File: src/pctd_pkg.sv
package pctd_pkg;

  // One decoded result as it travels from the front end to the output stage.
  typedef struct packed {
    logic [7:0] data;
    logic       err;
    logic       last;
  } res_t;

  // Front end to queue: write strobe plus the result it writes.
  typedef struct packed {
    logic push;
    res_t res;
  } push_t;

  localparam int QDEPTH = 2;
  localparam int QPTR_W = $clog2(QDEPTH);
  localparam int QCNT_W = $clog2(QDEPTH + 1);

endpackage

File: src/pctd_in_if.sv
interface pctd_in_if;
  logic       valid;
  logic       ready;
  logic [7:0] in_byte;
  logic       in_last;

  modport source (output valid, output in_byte, output in_last, input ready);
  modport sink (input valid, input in_byte, input in_last, output ready);
endinterface

File: src/pctd_out_if.sv
interface pctd_out_if;
  logic       valid;
  logic       ready;
  logic [7:0] out_byte;
  logic       decode_error;
  logic       out_last;

  modport source (output valid, output out_byte, output decode_error, output out_last,
                  input ready);
  modport sink (input valid, input out_byte, input decode_error, input out_last,
                output ready);
endinterface

File: src/pctd_front.sv
module pctd_front (
  input  logic            clk,
  input  logic            rst_n,
  input  logic            query_mode,
  pctd_in_if.sink         in_ch,
  input  logic            q_full,
  output pctd_pkg::push_t push_o
);
  import pctd_pkg::*;

  localparam logic [1:0] PH_IDLE     = 2'd0;
  localparam logic [1:0] PH_AFTER_PCT = 2'd1;
  localparam logic [1:0] PH_AFTER_HI = 2'd2;
  localparam logic [1:0] PH_DROP     = 2'd3;

  localparam logic [7:0] CH_PERCENT = 8'h25;
  localparam logic [7:0] CH_PLUS    = 8'h2B;
  localparam logic [7:0] CH_SPACE   = 8'h20;

  // Bit 4 set means not a hex digit; bits 3:0 hold the digit value.
  function automatic logic [4:0] hex_val(input logic [7:0] c);
    logic [4:0] v;
    begin
      if (c >= 8'h30 && c <= 8'h39) begin
        v = {1'b0, c[3:0]};
      end else if ((c >= 8'h41 && c <= 8'h46) || (c >= 8'h61 && c <= 8'h66)) begin
        v = {1'b0, c[3:0] + 4'd9};
      end else begin
        v = 5'h10;
      end
      hex_val = v;
    end
  endfunction

  logic [1:0] phase_r, phase_nxt;
  logic [3:0] hi_r, hi_nxt;
  logic       accept;
  logic [4:0] hv;
  logic       last;

  assign in_ch.ready = !q_full;
  assign accept      = in_ch.valid && in_ch.ready;
  assign hv          = hex_val(in_ch.in_byte);
  assign last        = in_ch.in_last;

  always_comb begin
    phase_nxt   = phase_r;
    hi_nxt      = hi_r;
    push_o      = '0;
    if (accept) begin
      case (phase_r)
        PH_IDLE: begin
          if (in_ch.in_byte == CH_PERCENT) begin
            if (last) begin
              push_o.push     = 1'b1;
              push_o.res.err  = 1'b1;
              push_o.res.last = 1'b1;
            end else begin
              phase_nxt = PH_AFTER_PCT;
            end
          end else begin
            push_o.push      = 1'b1;
            push_o.res.last  = last;
            push_o.res.data  = (in_ch.in_byte == CH_PLUS && query_mode) ? CH_SPACE
                                                                       : in_ch.in_byte;
          end
        end
        PH_AFTER_PCT: begin
          if (hv[4] || last) begin
            phase_nxt       = last ? PH_IDLE : PH_DROP;
            hi_nxt          = 4'd0;
            push_o.push     = 1'b1;
            push_o.res.err  = 1'b1;
            push_o.res.last = 1'b1;
          end else begin
            hi_nxt    = hv[3:0];
            phase_nxt = PH_AFTER_HI;
          end
        end
        PH_AFTER_HI: begin
          hi_nxt      = 4'd0;
          push_o.push = 1'b1;
          if (hv[4]) begin
            phase_nxt       = last ? PH_IDLE : PH_DROP;
            push_o.res.err  = 1'b1;
            push_o.res.last = 1'b1;
          end else begin
            phase_nxt       = PH_IDLE;
            push_o.res.data = {hi_r, hv[3:0]};
            push_o.res.last = last;
          end
        end
        PH_DROP: begin
          if (last) begin
            phase_nxt = PH_IDLE;
          end
        end
        default: begin
          phase_nxt = PH_IDLE;
        end
      endcase
    end
  end

  always_ff @(posedge clk) begin
    if (!rst_n) begin
      phase_r <= PH_IDLE;
      hi_r    <= 4'd0;
    end else begin
      phase_r <= phase_nxt;
      hi_r    <= hi_nxt;
    end
  end

  a_err_form: assert property (@(posedge clk) disable iff (!rst_n)
    push_o.push && push_o.res.err |-> push_o.res.data == 8'h00 && push_o.res.last)
    else $error("error result not zero or not last");

  a_drop_silent: assert property (@(posedge clk) disable iff (!rst_n)
    phase_r == PH_DROP |-> !push_o.push)
    else $error("result produced while dropping");

endmodule

File: src/pctd_fifo.sv
module pctd_fifo (
  input  logic            clk,
  input  logic            rst_n,
  input  pctd_pkg::push_t push_i,
  input  logic            pop,
  output logic            full,
  output logic            empty,
  output pctd_pkg::res_t  head
);
  import pctd_pkg::*;

  res_t              mem_r [QDEPTH];
  logic [QPTR_W-1:0] wr_ptr_r, rd_ptr_r;
  logic [QCNT_W-1:0] cnt_r, cnt_nxt;

  assign full  = (cnt_r == QCNT_W'(QDEPTH));
  assign empty = (cnt_r == '0);
  assign head  = mem_r[rd_ptr_r];

  function automatic logic [QPTR_W-1:0] ptr_inc(input logic [QPTR_W-1:0] p);
    begin
      ptr_inc = (p == QPTR_W'(QDEPTH - 1)) ? '0 : p + 1'b1;
    end
  endfunction

  always_comb begin
    cnt_nxt = cnt_r;
    if (push_i.push && !pop) begin
      cnt_nxt = cnt_r + 1'b1;
    end else if (pop && !push_i.push) begin
      cnt_nxt = cnt_r - 1'b1;
    end
  end

  always_ff @(posedge clk) begin
    if (!rst_n) begin
      wr_ptr_r <= '0;
      rd_ptr_r <= '0;
      cnt_r    <= '0;
    end else begin
      cnt_r <= cnt_nxt;
      if (push_i.push) begin
        wr_ptr_r <= ptr_inc(wr_ptr_r);
      end
      if (pop) begin
        rd_ptr_r <= ptr_inc(rd_ptr_r);
      end
    end
  end

  always_ff @(posedge clk) begin
    if (push_i.push) begin
      mem_r[wr_ptr_r] <= push_i.res;
    end
  end

  a_no_overflow: assert property (@(posedge clk) disable iff (!rst_n)
    push_i.push |-> !full)
    else $error("push into full queue");

  a_no_underflow: assert property (@(posedge clk) disable iff (!rst_n)
    pop |-> !empty)
    else $error("pop from empty queue");

  a_cnt_range: assert property (@(posedge clk) disable iff (!rst_n)
    cnt_r <= QCNT_W'(QDEPTH))
    else $error("queue count beyond depth");

endmodule

File: src/pctd_back.sv
module pctd_back (
  input  logic           clk,
  input  logic           rst_n,
  input  logic           empty,
  input  pctd_pkg::res_t head,
  output logic           pop,
  pctd_out_if.source     out_ch
);
  import pctd_pkg::*;

  logic vld_r, vld_nxt;
  res_t res_r;

  // Refill the output register whenever it is empty or being drained.
  assign pop = !empty && (!vld_r || out_ch.ready);

  always_comb begin
    vld_nxt = vld_r;
    if (pop) begin
      vld_nxt = 1'b1;
    end else if (out_ch.ready) begin
      vld_nxt = 1'b0;
    end
  end

  always_ff @(posedge clk) begin
    if (!rst_n) begin
      vld_r <= 1'b0;
    end else begin
      vld_r <= vld_nxt;
    end
  end

  always_ff @(posedge clk) begin
    if (pop) begin
      res_r <= head;
    end
  end

  assign out_ch.valid        = vld_r;
  assign out_ch.out_byte     = res_r.data;
  assign out_ch.decode_error = res_r.err;
  assign out_ch.out_last     = res_r.last;

endmodule

File: src/percent_decoder_top.sv
// Channel | Dir | Handshake         | Beat contents
// --------+-----+-------------------+------------------------------------------
// in_ch   | in  | valid/ready       | in_byte[7:0], in_last
// out_ch  | out | valid/ready       | out_byte[7:0], decode_error, out_last
// cfg     | in  | cfg_we, no stall  | cfg_wdata = query_mode
//
// One input beat is taken per cycle while the two-entry result queue has room.
// A result passes through a queue entry and then the output register before it shows on out_ch.
// Throughput is set by the queue count: ready drops only when both entries hold.
// rst_n is synchronous and active low; it clears the phase machine, the queue
// and the output valid. query_mode resets to path decoding.
// A stall on out_ch backs up into the queue, then into in_ch ready.
module percent_decoder_top (
  input  logic       clk,
  input  logic       rst_n,
  input  logic       cfg_we,
  input  logic       cfg_wdata,
  pctd_in_if.sink    in_ch,
  pctd_out_if.source out_ch
);
  import pctd_pkg::*;

  // Decoding mode: 0 keeps '+', 1 turns '+' into a space.
  logic  query_mode_r;

  // Front end to queue.
  push_t front_push;
  logic  q_full;

  // Queue to output stage.
  logic  q_empty;
  logic  q_pop;
  res_t  q_head;

  always_ff @(posedge clk) begin
    if (!rst_n) begin
      query_mode_r <= 1'b0;
    end else if (cfg_we) begin
      query_mode_r <= cfg_wdata;
    end
  end

  // Classify each byte and track the escape phase; push at most one result.
  pctd_front u_front (
    .clk        (clk),
    .rst_n      (rst_n),
    .query_mode (query_mode_r),
    .in_ch      (in_ch),
    .q_full     (q_full),
    .push_o     (front_push)
  );

  // Decouple the front end from output stalls.
  pctd_fifo u_fifo (
    .clk    (clk),
    .rst_n  (rst_n),
    .push_i (front_push),
    .pop    (q_pop),
    .full   (q_full),
    .empty  (q_empty),
    .head   (q_head)
  );

  // Hold each result in the output register until the sink takes it.
  pctd_back u_back (
    .clk    (clk),
    .rst_n  (rst_n),
    .empty  (q_empty),
    .head   (q_head),
    .pop    (q_pop),
    .out_ch (out_ch)
  );

endmodule
File: src/flat_wrapper.sv
// flat-port wrapper written by rule: the top's interface ports become plain ports
module percent_decoder_top_flat import pctd_pkg::*;
  (clk, rst_n, cfg_we, cfg_wdata, in_ch_valid, in_ch_in_byte, in_ch_in_last, in_ch_ready, out_ch_valid, out_ch_out_byte, out_ch_decode_error, out_ch_out_last, out_ch_ready);
  pctd_in_if in_ch_i ();
  pctd_out_if out_ch_i ();
  input  logic clk;
  input  logic rst_n;
  input  logic cfg_we;
  input  logic cfg_wdata;
  input wire logic [$bits(in_ch_i.valid)-1:0] in_ch_valid;
  input wire logic [$bits(in_ch_i.in_byte)-1:0] in_ch_in_byte;
  input wire logic [$bits(in_ch_i.in_last)-1:0] in_ch_in_last;
  output wire logic [$bits(in_ch_i.ready)-1:0] in_ch_ready;
  output wire logic [$bits(out_ch_i.valid)-1:0] out_ch_valid;
  output wire logic [$bits(out_ch_i.out_byte)-1:0] out_ch_out_byte;
  output wire logic [$bits(out_ch_i.decode_error)-1:0] out_ch_decode_error;
  output wire logic [$bits(out_ch_i.out_last)-1:0] out_ch_out_last;
  input wire logic [$bits(out_ch_i.ready)-1:0] out_ch_ready;
  assign in_ch_i.valid = in_ch_valid;
  assign in_ch_i.in_byte = in_ch_in_byte;
  assign in_ch_i.in_last = in_ch_in_last;
  assign in_ch_ready = in_ch_i.ready;
  assign out_ch_valid = out_ch_i.valid;
  assign out_ch_out_byte = out_ch_i.out_byte;
  assign out_ch_decode_error = out_ch_i.decode_error;
  assign out_ch_out_last = out_ch_i.out_last;
  assign out_ch_i.ready = out_ch_ready;
  percent_decoder_top u_core (.clk(clk), .rst_n(rst_n), .cfg_we(cfg_we), .cfg_wdata(cfg_wdata), .in_ch(in_ch_i), .out_ch(out_ch_i));
endmodule
File: config.mk
export PLATFORM = sky130hd
export DESIGN_NAME = percent_decoder_top_flat
export DESIGN_NICKNAME = d
export VERILOG_FILES = /design/src/pctd_pkg.sv /design/src/pctd_in_if.sv /design/src/pctd_out_if.sv /design/src/pctd_front.sv /design/src/pctd_fifo.sv /design/src/pctd_back.sv /design/src/percent_decoder_top.sv /design/src/flat_wrapper.sv
export SDC_FILE = /design/constraint.sdc
export NUM_CORES = 1
export LEC_CHECK = 0
export BUFFER_PORTS_ARGS = -buffer_cell sky130_fd_sc_hd__buf_2
export CAP_MARGIN = 20
export CORE_UTILIZATION = 57
export DETAILED_ROUTE_END_ITERATION = 10
export GPL_TIMING_DRIVEN = 0
export PLACE_DENSITY = 0.79
export SYNTH_ARGS = -nofsm -noshare
export SYNTH_HDL_FRONTEND = slang
export SYNTH_HIERARCHICAL = 1
export SYNTH_SLANG_ARGS = --single-unit
File: constraint.sdc
create_clock -name clk -period 3 [get_ports clk]
set_input_delay 0.15 -clock clk [delete_from_list [all_inputs] [get_ports clk]]
set_output_delay 0.15 -clock clk [all_outputs]
set_load 0.01 [all_outputs]
Yosys cells after proc, flatten, opt, wreduce, memory -nomap -nowiden --
Memories as Yosys holds them, arrays and structs flattened. A register that Yosys moved wholly into a read port is not among the register bits. Index checks and enable logic that the tools add are counted. Widths: inputs -> output; s select.
Storage, ports and cells: register bits 12, bits in writable memories 20, bits of input ports 15, output and inout bits 12, memories 1
Cells by class: add/subtract/negate cells 5, $lt $le $gt $ge 6, equality and inequality tests 9, multiplexer cells 35, reductions and logical operators 23
Memories:
- u_core.u_fifo.mem_r | depth 2, bits a word 10, read ports 1, clocked after memory_dff 1, write ports 1, line pctd_fifo.sv:12 | res_t mem_r [QDEPTH];
Operator list (number):
- $mux 8 | 3
- $mux 2 | 10
- $eq 8x6->1 const B | 2
- $ge 8x7->1 const B | 2
- $le 8x7->1 const B | 2
- $pmux 8 s2 | 1
- $mux 1 | 13
- $mux 11 | 1
- $mux 5 | 2
- $ge 8x6->1 const B | 1
- $le 8x6->1 const B | 1
- $logic_and 1x1->1 | 8
- $pmux 2 s4 | 1
- $pmux 4 s2 | 1
- $eq 2x2->1 const B | 3
- $ne 2x2->1 const B | 3
- $pmux 2 s3 | 1
- $reduce_bool 2->1 | 3
- $logic_not 1->1 | 5
- $add 4x4->4 const B | 1
- $logic_not 2->1 | 2
- $mux 4 | 1
- $reduce_and 4->1 | 1
- $logic_or 1x1->1 | 3
- other kinds (6) | 7

Depth between registers and ports, before layout --
depth after elaboration 13, gate-level depth with buffers 10, depth with buffers taken out 10

By module --
The synthesis kept the hierarchy.
By module, submodules not included:
- pctd_fifo | instances 1, cells an instance 53, area an instance 937.1 µm²
- pctd_front | instances 1, cells an instance 109, area an instance 863.3 µm²
- pctd_back | instances 1, cells an instance 14, area an instance 344.1 µm²
- percent_decoder_top | instances 1, cells an instance 3, area an instance 36.3 µm²

Least setup slack after synthesis --
Ideal clock, no wire load.
path kind input -> register, from in in_ch_in_byte[3], to reg u_core.u_fifo.cnt_r[1], setup time 70 ps, data arrival time 2268 ps, data required time 2930 ps, setup slack 662 ps, cell stages on the path 8, buffers on the path 1, cell sequence buf_6 or4b_4 nor4_1 nor3_1 o31a_1 ha_1 or3_1 a21boi_1
RTL lines:
- start, declared | line flat_wrapper.sv:11 | input wire logic [$bits(in_ch_i.in_byte)-1:0] in_ch_in_byte;
- end signal, assigned | line pctd_fifo.sv:41 | cnt_r <= cnt_nxt;
- end, declared | line pctd_fifo.sv:14 | logic [QCNT_W-1:0] cnt_r, cnt_nxt;

==> summary.md <==
| Metric | Value |
|---|---|
| Status | `finished, final reports clean` |
| RSZ-0062 raised after global routing | `no` |
| WP buf/inv | `2` |
| GRT overflow | `0` |
| Synth unique cells | `52` |
| MaxCap Viol Count | `0` |
| Largest net degree at the start of global routing | `14` |
| CTS tree | `done` |
| Crit path max fanout | `11` |
| CP max-delay cell | `nor2b_1` |
| FP Rows | `22` |
| Root buf cell | `clkbuf_8` |
| Design Area, Final | `2450 µm²` |
| Vias/cell | `5.77` |
| Total Nets Final | `234` |
| Worst min path class | `in -> reg` |
| CP Data Required Time | `2.92 ns` |
| # diodes | `0` |
| GR Util All Layers | `0.213` |
| Worst endpoint data arrival time | `2.42 ns` |
| PostCTS Resize Cnt | `0` |
| Core box area | `3660 µm²` |
| WL/cell | `14.7 µm` |
| Hpwl dp | `2960 µm` |
| Final Setup Violations | `0` |
| Post-Syn Nets | `203` |
| Clk_lat worst skew | `0.29 ns` |
| Post-synthesis register bit count | `43` |
| Placed Instances | `251` |
| Longest Clk Path Bufs | `2` |
| Final worst path period share | `0.836` |
| Sink Count | `43` |
| Post-synth EDFFs | `30` |
| Share of layout cells above drive strength 1 | `0.299` |
| DRT Wirelength | `3820 µm` |
| Placed inst area | `2360 µm²` |
| I/O pin count | `27` |
| Residual DRC | `0` |
| Sequential-to-total area share from yosys stat | `0.532` |
| Most frequent cells in the layout | `30 x edfxtp_1, 27 x buf_2, 13 x dfxtp_1` |
| Slew Limit Headroom | `0.348` |
| VDD IR max | `0.340 mV` |
| Crit-path cells | `buf_2 > inv_1 > ha_1 > nor3b_1 > nor4_1 > nor3_1 > o31a_1 > nor2b_1` |
| Violation count after the first detailed-routing iteration | `64` |
| Clock skew | `0.00442 ns` |
| Final Max Slew Viols | `0` |
| Post-Syn Instances | `179` |
| Hold Violations, Final | `0` |
| Ys flop type | `edfxtp_1` |
| Global-route wire length before repair | `6520 µm` |
| Slowest stage delay, CP | `0.73 ns` |
| Maximum clock rate | `399 MHz` |
| First drt pass iteration count | `4` |
| Layout area overhead | `12.2%` |
| H-tree lvl count | `2` |
| Starting Density | `0.596` |
| Die Y | `63.9 µm` |
| Crit-path leading delay family | `simple AND/OR/NAND/NOR gates` |
| Routability Congestion | `0.925` |
| Avg Inst Size Synth | `12.2 µm²` |
| Routed vias | `1494` |
| Vias in the first global route | `1448` |
| Worst Setup Start Kind | `input pin` |
| Worst setup EP type | `flop` |
| Worst hold margin | `0.131 ns` |
| Pwr dens | `684 nW/µm²` |
| Inserted Clock Buffers | `5` |
| Async S/R FF share, synth | `0` |
| Final Util | `0.668` |
| WP depth | `8` |
| Most common cell after layout, fill and taps aside | `edfxtp_1` |
| Final setup TNS | `0 ns` |
| Die X | `63.9 µm` |
| Yosys warns | `6` |
| Die Footprint | `4080 µm²` |
| Hold_buf cts | `0` |
| Fin crit period | `2.51 ns` |
| Hold depth | `3` |
| CP Class | `in -> reg` |
| Port Buf Inserts | `24` |
| DRT antenna net count | `0` |
| Fin cells | `259` |
| Actual slew at the worst max-slew pin | `0.976 ns` |
| Setup Fix Bufs, Post-CTS | `0` |
| Clock transition at path regs | `0.07 ns` |
| Reg2Reg Depth | `6` |
| Initial antenna violation count | `0` |
| Synthesized area | `2180 µm²` |
| Leakage power | `0.938 nW` |
## flip-flops by register name, indices dropped and copies added (netlist names), named ones only
| name | cells |
|---|---|
| u_core/u_back/out_ch.out_byte | 8 |
| u_core/u_front/hi_r | 4 |
| u_core/u_back/out_ch.decode_error | 1 |
| u_core/u_back/out_ch.valid | 1 |
| u_core/u_front/phase_r | 2 |
| u_core/u_fifo/rd_ptr_r | 1 |
| u_core/u_fifo/cnt_r | 2 |
| u_core/query_mode_r | 1 |
| u_core/u_fifo/wr_ptr_r | 1 |
| u_core/u_back/out_ch.out_last | 1 |
| u_core/u_fifo/mem_r | 20 |
## worst paths after layout
path	startpoint	to	slack [ns]
hold / removal	cfg_wdata	u_core/query_mode_r	0.13
setup / recovery	in_ch_in_byte[0]	u_core/u_fifo/mem_r[0][3]	0.49
hold reg to reg	u_core/u_front/hi_r[3]	u_core/u_front/hi_r[3]	0.48
setup reg to reg	u_core/u_front/phase_r[0]	u_core/u_fifo/mem_r[0][3]	0.52
## logic make-up (layout without fill, tap and decap cells)
kind of cell,Yosys count,count (layout),synth area share
fa+ha+maj,9,9,0.0516
buf+inv,16,48,0.0379
mux,12,12,0.0614
xor+xnor,3,3,0.0121
flops,43,43,0.532
compound gates,40,40,0.147
simple gates,56,56,0.158
## cells in the mapped netlist, types with 3 or more instances
cell type,instances,area (µm²)
o211ai_2,4,50.1
dfxtp_1,13,260
ha_1,9,113
and2_1,4,25.0
o21a_1,4,30.0
a22o_1,3,26.3
mux2_2,11,124
nor3_1,5,25.0
nor4b_1,3,26.3
nor4_1,4,25.0
a21oi_1,3,15.0
nand2_1,8,30.0
buf_2,3,15.0
a21oi_2,4,35.0
o21ai_0,4,20.0
nand2b_1,3,18.8
nand3_1,4,20.0
nor2_1,7,26.3
nor2b_1,6,37.5
edfxtp_1,30,901
inv_1,8,30.0
## power breakdown
group	total (W)	internal [W]	leakage [nW]	switching [W]
clock	0.000343	0.000162	0.0412	0.000181
sequential	0.000852	0.000815	0.394	0.0000370
combinational	0.000479	0.000211	0.503	0.000268
## layout make-up
type	instances	area, µm²
sequential	43	1160
fill	271	1210
tap	48	60.1
clock inverter	2	12.5
multi-input combinational	120	937
buffer	8	52.6
timing repair buffer	24	120
inverter	8	30.0
clock buffer	6	72.6
## metal layers
layer / vias up / global-route usage / wire, µm
met5: - / 0 / 0
met4: 0 / 0.0966 / 75
met3: 8 / 0.0429 / 191
met2: 55 / 0.386 / 1980
met1: 697 / 0.239 / 1570
li1: 734 / - / -
## tightest hold or removal path: cells and delay by family
| kind | cells | cell delay (ns) |
|---|---|---|
| buf+inv | 1 | 0.08 |
| simple gates | 1 | 0.10 |
| mux | 1 | 0.06 |
## stage by stage
step,total power (W),setup WS [ns]
after floorplan,0.00121,0.662
after global placement,0.00133,0.264
after detailed placement,0.00135,0.243
after CTS,0.00169,0.519
after global routing,0.00176,0.264
final,0.00167,0.492
(Power assumes the default switching activity.)
